$ cat config.mk
export PLATFORM = sky130hd
export DESIGN_NAME = bitmap_block_allocator
export DESIGN_NICKNAME = d
export VERILOG_FILES = /design/src/bba_pkg.sv /design/src/bitmap_block_allocator.sv
export VERILOG_INCLUDE_DIRS = /design/src /design/src/src
export SDC_FILE = /design/constraint.sdc
export NUM_CORES = 1
export LEC_CHECK = 0
export BUFFER_PORTS_ARGS = -buffer_cell sky130_fd_sc_hd__buf_2
export CORE_MARGIN = 3
export CORE_UTILIZATION = 25
export DETAILED_ROUTE_END_ITERATION = 10
export SLEW_MARGIN = 30
export SYNTH_ARGS = -nofsm -noshare
export SYNTH_HDL_FRONTEND = slang
export SYNTH_SLANG_ARGS = --single-unit
$ cat constraint.sdc
create_clock -name clk -period 20.5 [get_ports clk]
set_input_delay 1.025 -clock clk [delete_from_list [all_inputs] [get_ports clk]]
set_output_delay 1.025 -clock clk [all_outputs]
set_load 0.01 [all_outputs]
$ cat src/bitmap_block_allocator_assert.svh
// Assertion macros for the bitmap block allocator.
`ifndef BITMAP_BLOCK_ALLOCATOR_ASSERT_SVH
`define BITMAP_BLOCK_ALLOCATOR_ASSERT_SVH

// Consequent must hold in the same cycle as the antecedent.
`define BBA_ASSERT_HOLDS(LABEL, CLK, RSTN, ANTE, CONS, MSG) \
	LABEL: assert property (@(posedge CLK) disable iff (!RSTN) (ANTE) |-> (CONS)) \
		else $error(MSG);

// Consequent must hold in the cycle after the antecedent.
`define BBA_ASSERT_NEXT(LABEL, CLK, RSTN, ANTE, CONS, MSG) \
	LABEL: assert property (@(posedge CLK) disable iff (!RSTN) (ANTE) |=> (CONS)) \
		else $error(MSG);

`endif

$ cat src/bba_pkg.sv
// Shared constants and types for the bitmap block allocator.
package bba_pkg;

	localparam int MAX_BLOCKS_DEF = 256;

	localparam int LEN_W  = 12;            // byte lengths and block counts
	localparam int BS_W   = 11;            // block_size register
	localparam int BIU_W  = 9;             // blocks_in_use register
	localparam int SB_W   = 8;             // start_block field
	localparam int EXT_W  = 13;            // block + count sums
	localparam int IDX_W  = 12;            // run start, up to the largest map
	localparam int PROD_W = LEN_W + BS_W;  // block count times block size
	localparam int BI_W   = 8;
	localparam int OFF_W  = 18;
	localparam int SAT_W  = 9;
	localparam int CFG_W  = 11;

	localparam logic [SAT_W-1:0] SAT_MAX = '1;

	localparam logic [BS_W-1:0]  BS_RESET  = 11'd16;
	localparam logic [BIU_W-1:0] BIU_RESET = 9'd256;

	localparam logic CFG_BLOCK_SIZE    = 1'b0;
	localparam logic CFG_BLOCKS_IN_USE = 1'b1;

	localparam logic [2:0] KIND_ALLOC  = 3'd0;
	localparam logic [2:0] KIND_SHRINK = 3'd1;
	localparam logic [2:0] KIND_QUERY  = 3'd2;
	localparam logic [2:0] KIND_CBEGIN = 3'd3;
	localparam logic [2:0] KIND_PLACE  = 3'd4;

	typedef enum logic [2:0] {
		ST_OK       = 3'd0,
		ST_FRAG     = 3'd1,
		ST_FULL     = 3'd2,
		ST_TOO_LONG = 3'd3,
		ST_OVERFLOW = 3'd4,
		ST_ZERO     = 3'd5
	} status_t;

endpackage

$ cat src/bitmap_block_allocator.sv
// Bitmap block allocator: first-fit allocation over a one-bit occupancy memory.
//
// Input channel (in_valid/in_ready) carries one request transaction: kind,
// value_length, reserved_length, start_block. Output channel (out_valid/out_ready)
// returns exactly one result transaction per request, in order.
// Requests are handled one at a time; in_ready is high only while idle.
// Steps per request, with n = min(blocks_in_use, MAX_BLOCKS):
//   allocate      divider, map scan over n, mark sweep of the run
//   shrink        two 12-step divisions, clear/count sweep over n
//   place         divider, mark/count sweep; query and other kinds count sweep
//   compact begin full clear sweep over all MAX_BLOCKS entries
// The sweep pace is set by the map memory port: one entry read (and written) per
// cycle. Lengths go through a 12-step shift-subtract divider.
// Reset: a clearing sweep over the whole map runs first; in_ready stays low
// until it ends. Configuration writes are taken at any time.
// Output is registered: a finished result waits in the output register while
// out_ready is low, and the next request is accepted meanwhile; its result
// is held internally until the register frees up.
module bitmap_block_allocator #(
	parameter int MAX_BLOCKS = bba_pkg::MAX_BLOCKS_DEF
) (
	input  logic                      clk,
	input  logic                      arst_n,
	// configuration
	input  logic                      cfg_we,
	input  logic                      cfg_index,
	input  logic [bba_pkg::CFG_W-1:0] cfg_data,
	// request channel
	input  logic                      in_valid,
	output logic                      in_ready,
	input  logic [2:0]                kind,
	input  logic [bba_pkg::LEN_W-1:0] value_length,
	input  logic [bba_pkg::LEN_W-1:0] reserved_length,
	input  logic [bba_pkg::SB_W-1:0]  start_block,
	// result channel
	output logic                      out_valid,
	input  logic                      out_ready,
	output logic [2:0]                status,
	output logic [bba_pkg::BI_W-1:0]  block_index,
	output logic [bba_pkg::OFF_W-1:0] byte_offset,
	output logic [bba_pkg::SAT_W-1:0] blocks_needed,
	output logic [bba_pkg::SAT_W-1:0] occupied_count
);

	`include "bitmap_block_allocator_assert.svh"

	localparam int AW    = $clog2(MAX_BLOCKS);
	localparam int CW    = $clog2(MAX_BLOCKS + 1);
	localparam int LEN_W = bba_pkg::LEN_W;
	localparam int BS_W  = bba_pkg::BS_W;
	localparam int EXT_W = bba_pkg::EXT_W;
	localparam int IDX_W = bba_pkg::IDX_W;
	localparam int PROD_W = bba_pkg::PROD_W;
	localparam int SAT_W = bba_pkg::SAT_W;

	typedef enum logic [2:0] {
		S_IDLE,
		S_DIV,     // shift-subtract divider, one quotient bit per cycle
		S_PROD,    // register reserved capacity (shrink check)
		S_DECIDE,  // pick status and set up the sweep
		S_SCAN,    // first-fit search over the map
		S_SWEEP,   // read-modify-write pass: mark or clear region, count used
		S_MUL,     // byte offset
		S_DONE
	} state_t;

	state_t state_q;

	// configuration registers
	logic [BS_W-1:0]          block_size_q;
	logic [bba_pkg::BIU_W-1:0] blocks_in_use_q;

	// latched request
	logic [2:0]               kind_q;
	logic [LEN_W-1:0]         vlen_q;
	logic [LEN_W-1:0]         rlen_q;
	logic [bba_pkg::SB_W-1:0] sblk_q;

	// divider
	logic [LEN_W-1:0] div_num_q;
	logic [BS_W-1:0]  div_rem_q;
	logic [LEN_W-1:0] div_quo_q;
	logic [3:0]       div_cnt_q;
	logic             div_sel_q;

	logic [LEN_W-1:0]  needed_q;
	logic [LEN_W-1:0]  orig_q;
	logic [PROD_W-1:0] prod_q;

	// sweep / scan control
	logic [CW-1:0]    sw_i_q;
	logic [CW-1:0]    sw_end_q;
	logic [EXT_W-1:0] lo_q;
	logic [EXT_W-1:0] hi_q;
	logic             wval_q;
	logic             init_q;
	logic             rd_v_s1;
	logic             reg_s1;
	logic [CW-1:0]    i_s1;
	logic             rd_data_s1;

	logic [CW-1:0]        run_q;
	logic [CW-1:0]        cnt_q;
	logic [CW-1:0]        pp_q;
	logic                 placed_q;
	logic [IDX_W-1:0]     idx_q;
	bba_pkg::status_t     status_q;

	// output register
	logic                      out_valid_q;
	bba_pkg::status_t          res_status_q;
	logic [bba_pkg::BI_W-1:0]  res_index_q;
	logic [bba_pkg::OFF_W-1:0] res_offset_q;
	logic [SAT_W-1:0]          res_needed_q;
	logic [SAT_W-1:0]          res_occ_q;

	// occupancy memory, one bit per block
	logic mem_q [MAX_BLOCKS];

	logic [CW-1:0]     n_blk;
	logic [BS_W-1:0]   bs;
	logic              issue;
	logic [EXT_W-1:0]  sw_ext;
	logic              in_region;
	logic              mem_we;
	logic [AW-1:0]     mem_addr;
	logic [LEN_W-1:0]  div_shift;
	logic              div_ge;
	logic [BS_W-1:0]   div_rem_n;
	logic [LEN_W-1:0]  div_quo_n;
	logic [LEN_W-1:0]  div_res;
	logic [LEN_W-1:0]  mul_a;
	logic [PROD_W-1:0] mul_p;
	logic [EXT_W-1:0]  run_inc;
	logic              hit;
	logic [IDX_W-1:0]  hit_idx;
	logic              vlen_zero;
	logic [EXT_W-1:0]  pp_end;
	logic              frag;

	// managed blocks and effective block size (zero acts as one)
	assign n_blk = (EXT_W'(blocks_in_use_q) < EXT_W'(MAX_BLOCKS)) ?
		CW'(blocks_in_use_q) : CW'(MAX_BLOCKS);
	assign bs = (block_size_q == '0) ? BS_W'(1) : block_size_q;

	assign issue = (state_q == S_SCAN || state_q == S_SWEEP) && (sw_i_q < sw_end_q);
	assign sw_ext = EXT_W'(sw_i_q);
	assign in_region = (sw_ext >= lo_q) && (sw_ext < hi_q);
	assign mem_we = issue && (state_q == S_SWEEP) && in_region;
	assign mem_addr = sw_i_q[AW-1:0];

	// ceil(num / bs): quotient plus one when a remainder is left
	assign div_shift = {div_rem_q, div_num_q[LEN_W-1]};
	assign div_ge = div_shift >= {1'b0, bs};
	assign div_rem_n = div_ge ? BS_W'(div_shift - {1'b0, bs}) : div_shift[BS_W-1:0];
	assign div_quo_n = {div_quo_q[LEN_W-2:0], div_ge};
	assign div_res = div_quo_n + LEN_W'(div_rem_n != '0);

	assign mul_a = (state_q == S_PROD) ? orig_q : idx_q;
	assign mul_p = PROD_W'(mul_a) * PROD_W'(bs);

	// first-fit tracking on the registered read data
	assign run_inc = EXT_W'(run_q) + EXT_W'(1);
	assign hit = !rd_data_s1 && !placed_q && (run_inc == EXT_W'(needed_q));
	assign hit_idx = IDX_W'(EXT_W'(i_s1) + EXT_W'(1) - EXT_W'(needed_q));

	assign vlen_zero = (vlen_q == '0);
	assign pp_end = EXT_W'(pp_q) + EXT_W'(needed_q);
	assign frag = (EXT_W'(n_blk) - EXT_W'(cnt_q)) >= EXT_W'(needed_q);

	always_ff @(posedge clk) begin
		if (mem_we) begin
			mem_q[mem_addr] <= wval_q;
		end
		rd_data_s1 <= mem_q[mem_addr];
	end

	always_ff @(posedge clk or negedge arst_n) begin
		if (!arst_n) begin
			state_q         <= S_SWEEP;
			init_q          <= 1'b1;
			sw_i_q          <= '0;
			sw_end_q        <= CW'(MAX_BLOCKS);
			lo_q            <= '0;
			hi_q            <= EXT_W'(MAX_BLOCKS);
			wval_q          <= 1'b0;
			rd_v_s1         <= 1'b0;
			cnt_q           <= '0;
			pp_q            <= '0;
			placed_q        <= 1'b0;
			div_cnt_q       <= '0;
			div_sel_q       <= 1'b0;
			out_valid_q     <= 1'b0;
			block_size_q    <= bba_pkg::BS_RESET;
			blocks_in_use_q <= bba_pkg::BIU_RESET;
		end else begin
			if (cfg_we) begin
				unique case (cfg_index)
					bba_pkg::CFG_BLOCK_SIZE:    block_size_q <= cfg_data[BS_W-1:0];
					bba_pkg::CFG_BLOCKS_IN_USE: blocks_in_use_q <= cfg_data[bba_pkg::BIU_W-1:0];
				endcase
			end

			if (out_valid_q && out_ready) begin
				out_valid_q <= 1'b0;
			end

			rd_v_s1 <= issue;
			reg_s1  <= in_region;
			i_s1    <= sw_i_q;
			if (issue) begin
				sw_i_q <= sw_i_q + CW'(1);
			end

			unique case (state_q)
				S_IDLE: begin
					if (in_valid) begin
						kind_q   <= kind;
						vlen_q   <= value_length;
						rlen_q   <= reserved_length;
						sblk_q   <= start_block;
						needed_q <= '0;
						orig_q   <= '0;
						placed_q <= 1'b0;
						idx_q    <= '0;
						status_q <= bba_pkg::ST_OK;
						if (kind == bba_pkg::KIND_ALLOC || kind == bba_pkg::KIND_SHRINK ||
						    kind == bba_pkg::KIND_PLACE) begin
							div_num_q <= value_length;
							div_rem_q <= '0;
							div_quo_q <= '0;
							div_cnt_q <= 4'(LEN_W);
							div_sel_q <= 1'b0;
							state_q   <= S_DIV;
						end else begin
							state_q <= S_PROD;
						end
					end
				end

				S_DIV: begin
					div_num_q <= div_num_q << 1;
					div_rem_q <= div_rem_n;
					div_quo_q <= div_quo_n;
					div_cnt_q <= div_cnt_q - 4'd1;
					if (div_cnt_q == 4'd1) begin
						if (!div_sel_q) begin
							needed_q <= div_res;
							if (kind_q == bba_pkg::KIND_SHRINK) begin
								// second pass: blocks of the existing reservation
								div_num_q <= rlen_q;
								div_rem_q <= '0;
								div_quo_q <= '0;
								div_cnt_q <= 4'(LEN_W);
								div_sel_q <= 1'b1;
							end else begin
								state_q <= S_PROD;
							end
						end else begin
							orig_q  <= div_res;
							state_q <= S_PROD;
						end
					end
				end

				S_PROD: begin
					prod_q  <= mul_p;
					state_q <= S_DECIDE;
				end

				S_DECIDE: begin
					// default: plain counting sweep over the managed blocks
					sw_i_q   <= '0;
					sw_end_q <= n_blk;
					lo_q     <= '0;
					hi_q     <= '0;
					wval_q   <= 1'b0;
					cnt_q    <= '0;
					state_q  <= S_SWEEP;
					unique case (kind_q)
						bba_pkg::KIND_ALLOC: begin
							if (vlen_zero) begin
								status_q <= bba_pkg::ST_ZERO;
							end else begin
								run_q   <= '0;
								state_q <= S_SCAN;
							end
						end
						bba_pkg::KIND_SHRINK: begin
							if (vlen_zero) begin
								status_q <= bba_pkg::ST_ZERO;
							end else if (prod_q < PROD_W'(vlen_q)) begin
								status_q <= bba_pkg::ST_TOO_LONG;
							end else begin
								// clear the tail; sweep range keeps it inside n
								lo_q     <= EXT_W'(sblk_q) + EXT_W'(needed_q);
								hi_q     <= EXT_W'(sblk_q) + EXT_W'(orig_q);
								placed_q <= 1'b1;
								idx_q    <= IDX_W'(sblk_q);
							end
						end
						bba_pkg::KIND_QUERY: begin
						end
						bba_pkg::KIND_CBEGIN: begin
							sw_end_q <= CW'(MAX_BLOCKS);
							hi_q     <= EXT_W'(MAX_BLOCKS);
							pp_q     <= '0;
						end
						bba_pkg::KIND_PLACE: begin
							if (vlen_zero) begin
								status_q <= bba_pkg::ST_ZERO;
							end else if (pp_end > EXT_W'(n_blk)) begin
								status_q <= bba_pkg::ST_OVERFLOW;
							end else begin
								lo_q     <= EXT_W'(pp_q);
								hi_q     <= pp_end;
								wval_q   <= 1'b1;
								placed_q <= 1'b1;
								idx_q    <= IDX_W'(pp_q);
								pp_q     <= CW'(pp_end);
							end
						end
						default: begin
						end
					endcase
				end

				S_SCAN: begin
					if (rd_v_s1) begin
						cnt_q <= cnt_q + CW'(rd_data_s1);
						run_q <= rd_data_s1 ? '0 : CW'(run_inc);
						if (hit) begin
							placed_q <= 1'b1;
							idx_q    <= hit_idx;
						end
					end
					if (!issue && !rd_v_s1) begin
						if (placed_q) begin
							// mark the run; count continues from the used total
							sw_i_q   <= CW'(idx_q);
							sw_end_q <= CW'(EXT_W'(idx_q) + EXT_W'(needed_q));
							lo_q     <= EXT_W'(idx_q);
							hi_q     <= EXT_W'(idx_q) + EXT_W'(needed_q);
							wval_q   <= 1'b1;
							state_q  <= S_SWEEP;
						end else begin
							status_q <= frag ? bba_pkg::ST_FRAG : bba_pkg::ST_FULL;
							state_q  <= S_MUL;
						end
					end
				end

				S_SWEEP: begin
					if (rd_v_s1) begin
						cnt_q <= cnt_q + CW'(reg_s1 ? wval_q : rd_data_s1);
					end
					if (!issue && !rd_v_s1) begin
						if (init_q) begin
							init_q  <= 1'b0;
							state_q <= S_IDLE;
						end else begin
							state_q <= S_MUL;
						end
					end
				end

				S_MUL: begin
					prod_q  <= mul_p;
					state_q <= S_DONE;
				end

				S_DONE: begin
					if (!out_valid_q || out_ready) begin
						out_valid_q  <= 1'b1;
						res_status_q <= status_q;
						res_index_q  <= idx_q[bba_pkg::BI_W-1:0];
						res_offset_q <= prod_q[bba_pkg::OFF_W-1:0];
						res_needed_q <= (needed_q > LEN_W'(bba_pkg::SAT_MAX)) ?
							bba_pkg::SAT_MAX : needed_q[SAT_W-1:0];
						res_occ_q    <= (EXT_W'(cnt_q) > EXT_W'(bba_pkg::SAT_MAX)) ?
							bba_pkg::SAT_MAX : SAT_W'(cnt_q);
						state_q      <= S_IDLE;
					end
				end

				default: state_q <= S_IDLE;
			endcase
		end
	end

	assign in_ready       = (state_q == S_IDLE);
	assign out_valid      = out_valid_q;
	assign status         = res_status_q;
	assign block_index    = res_index_q;
	assign byte_offset    = res_offset_q;
	assign blocks_needed  = res_needed_q;
	assign occupied_count = res_occ_q;

	`BBA_ASSERT_HOLDS(a_we_only_in_sweep, clk, arst_n, mem_we, state_q == S_SWEEP,
		"map written outside a sweep")
	`BBA_ASSERT_HOLDS(a_addr_in_map, clk, arst_n, issue, sw_i_q < CW'(MAX_BLOCKS),
		"map access beyond MAX_BLOCKS")
	`BBA_ASSERT_HOLDS(a_count_bound, clk, arst_n, state_q == S_DONE,
		EXT_W'(cnt_q) <= EXT_W'(MAX_BLOCKS), "used count exceeds map size")
	`BBA_ASSERT_NEXT(a_stall_holds_result, clk, arst_n,
		state_q == S_DONE && out_valid_q && !out_ready,
		state_q == S_DONE && out_valid_q, "pending result overwritten")
	`BBA_ASSERT_NEXT(a_accept_leaves_idle, clk, arst_n, in_valid && in_ready,
		state_q != S_IDLE, "accepted transaction did not start")

endmodule

* Word level (Yosys, flattened, before mapping)
Memory sizes are Yosys's and may differ from the RTL's. A register that Yosys moved wholly into a read port is not among the register bits.
Index checks and enable logic that the tools add are counted.
** Operators by class
- Equal/unequal tests :: 41
- Bitwise gates (word level) :: 1
- Reduce and logical (&&, ||, !) cells :: 48
- Multiplexer cells :: 129
- Multipliers :: 1
- Add/sub/neg operators :: 14
- Order comparisons :: 9
** Operator list (count)
- 12-bit 2-to-1 mux :: 17
- 9-bit 2-to-1 mux :: 17
- 11-bit 2-to-1 mux :: 12
- 13-bit 2-to-1 mux :: 10
- 12-bit one-hot mux with 2 select lines :: 4
- 13-bit one-hot mux with 2 select lines :: 3
- 9-bit one-hot mux with 2 select lines :: 4
- 3-bit 2-to-1 mux :: 16
- 11-bit one-hot mux with 2 select lines :: 2
- 13-bit one-hot mux with 3 select lines :: 1
- 12-bit one-hot mux with 3 select lines :: 1
- 9-bit one-hot mux with 3 select lines :: 1
- 8-bit by 12-bit adder with 13-bit output :: 2
- 2-bit != test (second input constant) :: 13
- 1-bit 2-to-1 mux :: 25
- 3-bit one-hot mux with 8 select lines :: 1
- 23-bit by 12-bit less-than comparator with 1-bit output :: 1
- 12-bit by 11-bit multiplier with 23-bit output :: 1
- 3-bit != test (second input constant) :: 7
- 9-bit by 1-bit adder with 10-bit output (second input constant) :: 2
- 4-bit 2-to-1 mux :: 5
- 9-bit by 1-bit adder with 9-bit output :: 2
- 3-bit equality test (second input constant) :: 6
- 3-bit one-hot mux with 3 select lines :: 2
- 45 further kinds :: 88
** Word-level totals
- Memory bits (writable) :: 256
- Output and inout bits :: 49
- Flip-flop bits (word level) :: 292
- Input port bits :: 52
- Memories :: 1
** Memories
- mem_q :: words 256, width 1, rd ports 1, clocked after Yosys merged registers in 1, wr ports 1, RTL line bitmap_block_allocator.sv:118 : logic mem_q [MAX_BLOCKS];

* Depth between registers and ports, before layout
- Depth after elaboration :: 9
- Depth in mapped cells :: 27
- Mapped depth without buffers :: 24

* Worst setup path after synthesis
OpenSTA, ideal clock, no wires.
- Path kind :: reg-to-reg
- From :: register state_q[0]
- To :: register prod_q[20] (data pin)
- Path buffers :: 3
- Library setup time :: 258 ps
- Stages on the path, launching flop included :: 26
- Slack :: 13992 ps
- Arrival time :: 6250 ps
- Clock period less this slack :: 6508 ps
- Path through :: dfstp_2 clkbuf_1 nor3b_1 buf_1 clkbuf_1 mux2i_1 nor2_1 fa_1 inv_1 fa_1 inv_1 fa_1 fa_1 inv_1 fa_1 inv_1 ha_1 a211oi_1 nor2_1 a31oi_1 o21ai_0 a41o_1 o21a_1 o21a_1 nor2_1 xnor2_1
** Between the ends
- Longest elaborated chain between the ends :: 3
** RTL lines
- from (decl) :: RTL line bitmap_block_allocator.sv:67 : state_t state_q;
- from (signal assigned) :: RTL line bitmap_block_allocator.sv:180 : state_q <= S_SWEEP;
- from (signal assigned) :: RTL line bitmap_block_allocator.sv:234 : state_q <= S_DIV;
- from (signal assigned) :: RTL line bitmap_block_allocator.sv:236 : state_q <= S_PROD;
- 3-bit by 2-bit equality test with 1-bit output :: RTL line bitmap_block_allocator.sv:159 : assign mul_a = (state_q == S_PROD) ? orig_q : idx_q;
- 12-bit 2-to-1 mux :: RTL line bitmap_block_allocator.sv:159
- 12-bit by 11-bit multiplier with 23-bit output :: RTL line bitmap_block_allocator.sv:160 : assign mul_p = PROD_W'(mul_a) * PROD_W'(bs);
- net mul_p[20] :: RTL line bitmap_block_allocator.sv:133 : logic [PROD_W-1:0] mul_p;
- to (signal assigned) :: RTL line bitmap_block_allocator.sv:267 : prod_q <= mul_p;
- to (signal assigned) :: RTL line bitmap_block_allocator.sv:368 : prod_q <= mul_p;
- to (decl) :: RTL line bitmap_block_allocator.sv:88 : logic [PROD_W-1:0] prod_q;
The timed path passes the listed nets, and every way through them passes these cells.
A chain may end at the register's enable or synchronous reset.

* Worst setup path after layout
- From :: register state_q[1]
- To :: register prod_q[20] (data pin)
The elaborated chain is that of the path after synthesis.

==> results.md <==
Outcome:
- The flow ran to the end, and the final reports show no timing, DRC or antenna violations.

Cells and area:
- For this run, the number of standard cells in the final layout without fillers is 4565.
- Fill cells in the final layout number 13190.
- Once layout is complete, the utilization of the core stands at 0.2866.
- After the last flow step, the layout net total stands at 3198.
- The total non-filler cell area in the finished layout is 36650 µm².
- The fraction of final layout cells sized beyond drive strength 1 is 0.1317.
- Summing all multi-input logic gate instances after layout gives 14800 µm².
- The area growth from synthesis to layout is 13.49%.
- Summing all flip-flop and latch instances after layout gives 16020 µm².

Synthesis:
- Of the total synthesized cell area, the portion taken by XOR and XNOR cells is 0.02685.
- The synthesized-area fraction occupied by ao, oa, aoi and oai cells was 0.07723.
- Synthesis handed over a netlist of 2802 instances.
- In this run, synthesis produced a sequential element count of 549.
- The Yosys step of the flow raised 0 warnings.
- Yosys attributes the largest share of cell area to edfxtp_1 42%, ha_1 7.9%, dfrtp_1 6.8%.
- The predominant post-synthesis flop cell is edfxtp_1.
- In this run, synthesis inferred 453 flip-flops with an integrated enable.
- The share of synthesized area spent on multiplexers is 0.07622.
- The distinct cell type count after synthesis is 76.
- Of all flip-flops after synthesis, the portion carrying an async set or reset was 0.1730.
- The synthesized netlist net count is 3155.
- After synthesis, the largest family of logic cells by area is adder cells.
- The synthesized area is 32290 µm².
- A synthesized cell averages 11.52 µm².
- For this run, the register share of the synthesized area comes to 0.4958.
- The most area-hungry cell type in the Yosys netlist is edfxtp_1.
- Of the total synthesized cell area, the portion taken by full adders, half adders and majority gates is 0.1390.
- The portion of synthesized cell area occupied by the leading cell type is 0.4213.
- Of the total synthesized cell area, the portion taken by AND, OR, NAND and NOR gates is 0.1372.

Drt:
- The detailed router finished its first iteration with 1811 violations.
- The routed wire length per instance is 20.29 µm.
- The remaining antenna violation count after routing is 0.
- The number of remaining DRC errors is 0.
- The ratio of routed vias to standard cells is 4.876.
- The first detailed-routing pass ran for 6 iterations.
- The routed via count is 22260.
- The wire length reported by the detailed router is 92.63 mm.

Clock network:
- Clock-pin slew was measured on the worst setup and hold paths at 0.06 ns.
- The number of buffers inserted by post-CTS setup repair is 0.
- The H-tree was split into 2 levels.
- The total of cells resized after clock tree synthesis is 0.
- For the worst-skew pair, the clock arrives at the later sink with an insertion delay of 0.69 ns.
- The clock net in this run drives a total of 549 sinks.
- The maximum buffer depth of the clock tree is 3.
- TritonCTS built the clock tree.
- The root buffer cell chosen for the clock tree is clkbuf_16.
- Buffers inserted to repair hold after CTS numbered 0.
- The number of buffers added by the clock tree synthesis step is 60.

Setup path:
- The sort of element at the end of the critical path is a register.
- Along the worst path, the maximum fanout reaches 19.
- The worst path arrival time is 7.29 ns.
- The worst setup path is launched from a register.
- For the worst setup path, the data required time is 20.89 ns.
- The critical path is of the reg -> reg type.

Timing:
- Setup repair after global routing left no endpoint under its margin.
- For the final database, setup skew stands at 0.08393 ns.
- The final setup violation count is 0.
- After routing, the total negative slack on setup checks comes to 0 ns.
- The final critical-path share of the clock period is 0.3364.
- The final period demand of the worst path is 6.897 ns.
- Measured against its own limit, the worst slew margin works out to 0.3104.
- At the pin with the least slew margin, the transition time is 1.033 ns.
- The upper clock frequency limit is 0.1450 GHz.
- The number of slew-limit violations in the final report was 0.
- The final-report hold violation count came to 0.

Die:
- The total core area is 127800 µm².
- The floorplan die area is 133500 µm².
- In this run the horizontal extent of the chip is 365.4 µm.
- The total I/O pin count is 101.
- For this configuration, the core starts out at a cell density of 0.2526.
- The vertical die dimension is 365.4 µm.
- After floorplanning, the core was divided into 131 placement rows.

Pwr:
- Summing internal, switching and leakage power gives 0.005551 W.
- The worst voltage drop across the vdd grid is 0.0001804 V.
- For this design the static power due to leakage is 13.53 nW.
- The power density over the cells is 151.5 nW/µm².

Run:
- The number of max-capacitance violations reported is 0.

GRT:
- The number of global-route vias before repair came to 22080.
- Entering global routing, the biggest net connects 135 pins.
- The wire length of the first global-routing pass is 140.4 mm.
- For this run, the total global-route usage over all layers was measured as 0.1374.
- The initial antenna violation count is 12.
- The sum of overflow across all layers after global routing is 0.

Placement:
- After detailed placement, the design holds a cell count of 4444.
- The detailed placer's ending HPWL is 66.21 mm.
- The number of buffers added on ports is 100.
- Routability-driven placement finished with a final weighted congestion of 0.9182.
- Summing all placed instances gives a cell area of 34570 µm².

Worst hold path:
- In this run the worst hold path is classified as in -> async.
## worst max-delay path, stage by stage, from the launching register on
cell      delay, ns
dfrtp_1        0.60
nor3b_2        0.24
buf_4          0.31
mux2i_1        0.60
nor2_1         0.13
fa_1           0.53
inv_1          0.06
fa_1           0.53
inv_1          0.05
fa_1           0.45
fa_1           0.49
inv_1          0.05
fa_1           0.47
inv_1          0.04
ha_1           0.32
a211oi_1       0.24
nor2_1         0.12
a31oi_1        0.29
o21ai_0        0.21
a41o_1         0.29
o21a_1         0.20
o21a_1         0.17
nor2_1         0.10
xnor2_1        0.08
## worst paths after layout
kind,start,to,slack (ns),depth (start not counted)
max,state_q[1],prod_q[20],13.60,23
min,arst_n,lo_q[4],0.38,1
max reg2reg,state_q[1],prod_q[20],13.60,23
min reg2reg,status_q[2],status[2],0.42,0
max in group asynchronous,arst_n,block_size_q[7],18.69,2
min in group clk,status_q[2],status[2],0.42,0
## cell usage after synthesis (30+ instances only)
cell	number
nor2_1	184
xor2_1	33
nand2_1	229
fa_1	96
o21ai_0	116
clkbuf_1	120
nor3_1	250
inv_1	236
edfxtp_1	453
ha_1	205
and2_1	38
dfrtp_1	88
mux4_2	78
a21oi_1	92
nand3_1	55
xnor2_1	66
a21o_1	30
nor4_1	41
mux2i_1	40
## layer usage
layer | vias up | global-route usage | part of all wire
met2 | 698 | 0.2218 | 0.46
met4 | 6 | 0.04319 | 0.033
met3 | 153 | 0.02638 | 0.069
met1 | 11110 | 0.1859 | 0.44
li1 | 10290 | - | -
met5 | - | 0 | 0.00044
## stage by stage
| step | setup slack [ns] | hold WS [ns] |
|---|---|---|
| final | 13.60 | 0.3820 |
| after global routing | 13.19 | 0.4088 |
| after CTS | 13.69 | 0.3753 |
| after detailed placement | 13.76 | 0.4116 |
| after global placement | 13.79 | 0.4016 |
| after floorplan | 13.99 | 0.4003 |
## cell type report
cell class	instances	area share
timing repair buffer	136	0.02209
inverter	238	0.02438
tap	1662	0.05675
multi-input combinational	1860	0.4039
clock buffer	73	0.04394
clock inverter	38	0.01120
sequential	549	0.4372
antenna	9	0.0006146
## sequential cells by signal (all words and copies together), names as in the netlist, 11 cells and up
register,count
mem_q,256
prod_q,23
byte_offset,18
hi_q,13
lo_q,13
div_num_q,12
idx_q,12
needed_q,12
orig_q,12
rlen_q,12
vlen_q,12
block_size_q,11
div_quo_q,11
div_rem_q,11
## where the power goes
part           leakage (nW)  total [W]  switching (W)  internal, W
logic                  7.20    0.00274        0.00161      0.00112
clock network         0.990    0.00111       0.000483     0.000626
registers              5.34    0.00171       0.000194      0.00151
## cell usage in the layout (no fill, tap or decap), drive strengths merged, types with 31 or more instances in the layout
cell type  Yosys  routed
a21o          31      31
a21oi         92      92
and2          39      39
buf           34     136
clkbuf       121      73
clkinv         2      32
dfrtp         88      88
edfxtp       453     453
fa            96      96
ha           205     205
inv          236     237
mux2i         40      40
mux4          78      78
nand2        229     229
nand3         56      56
nor2         184     184
nor3         250     250
nor4          42      42
o21ai        119     119
xnor2         66      66
xor2          33      33
## cell families (layout without fill, tap and decap cells)
group / Yosys count / in the layout
and+or+nand+nor: 922 / 922
DFF: 549 / 549
AOI/OAI and AO/OA: 393 / 393
buffers and inverters: 393 / 485
adders and majority gates: 301 / 301
muxes: 145 / 145
xor gates and xnor gates: 99 / 99
other: 0 / 9
Power figures use the tool's default switching activity.
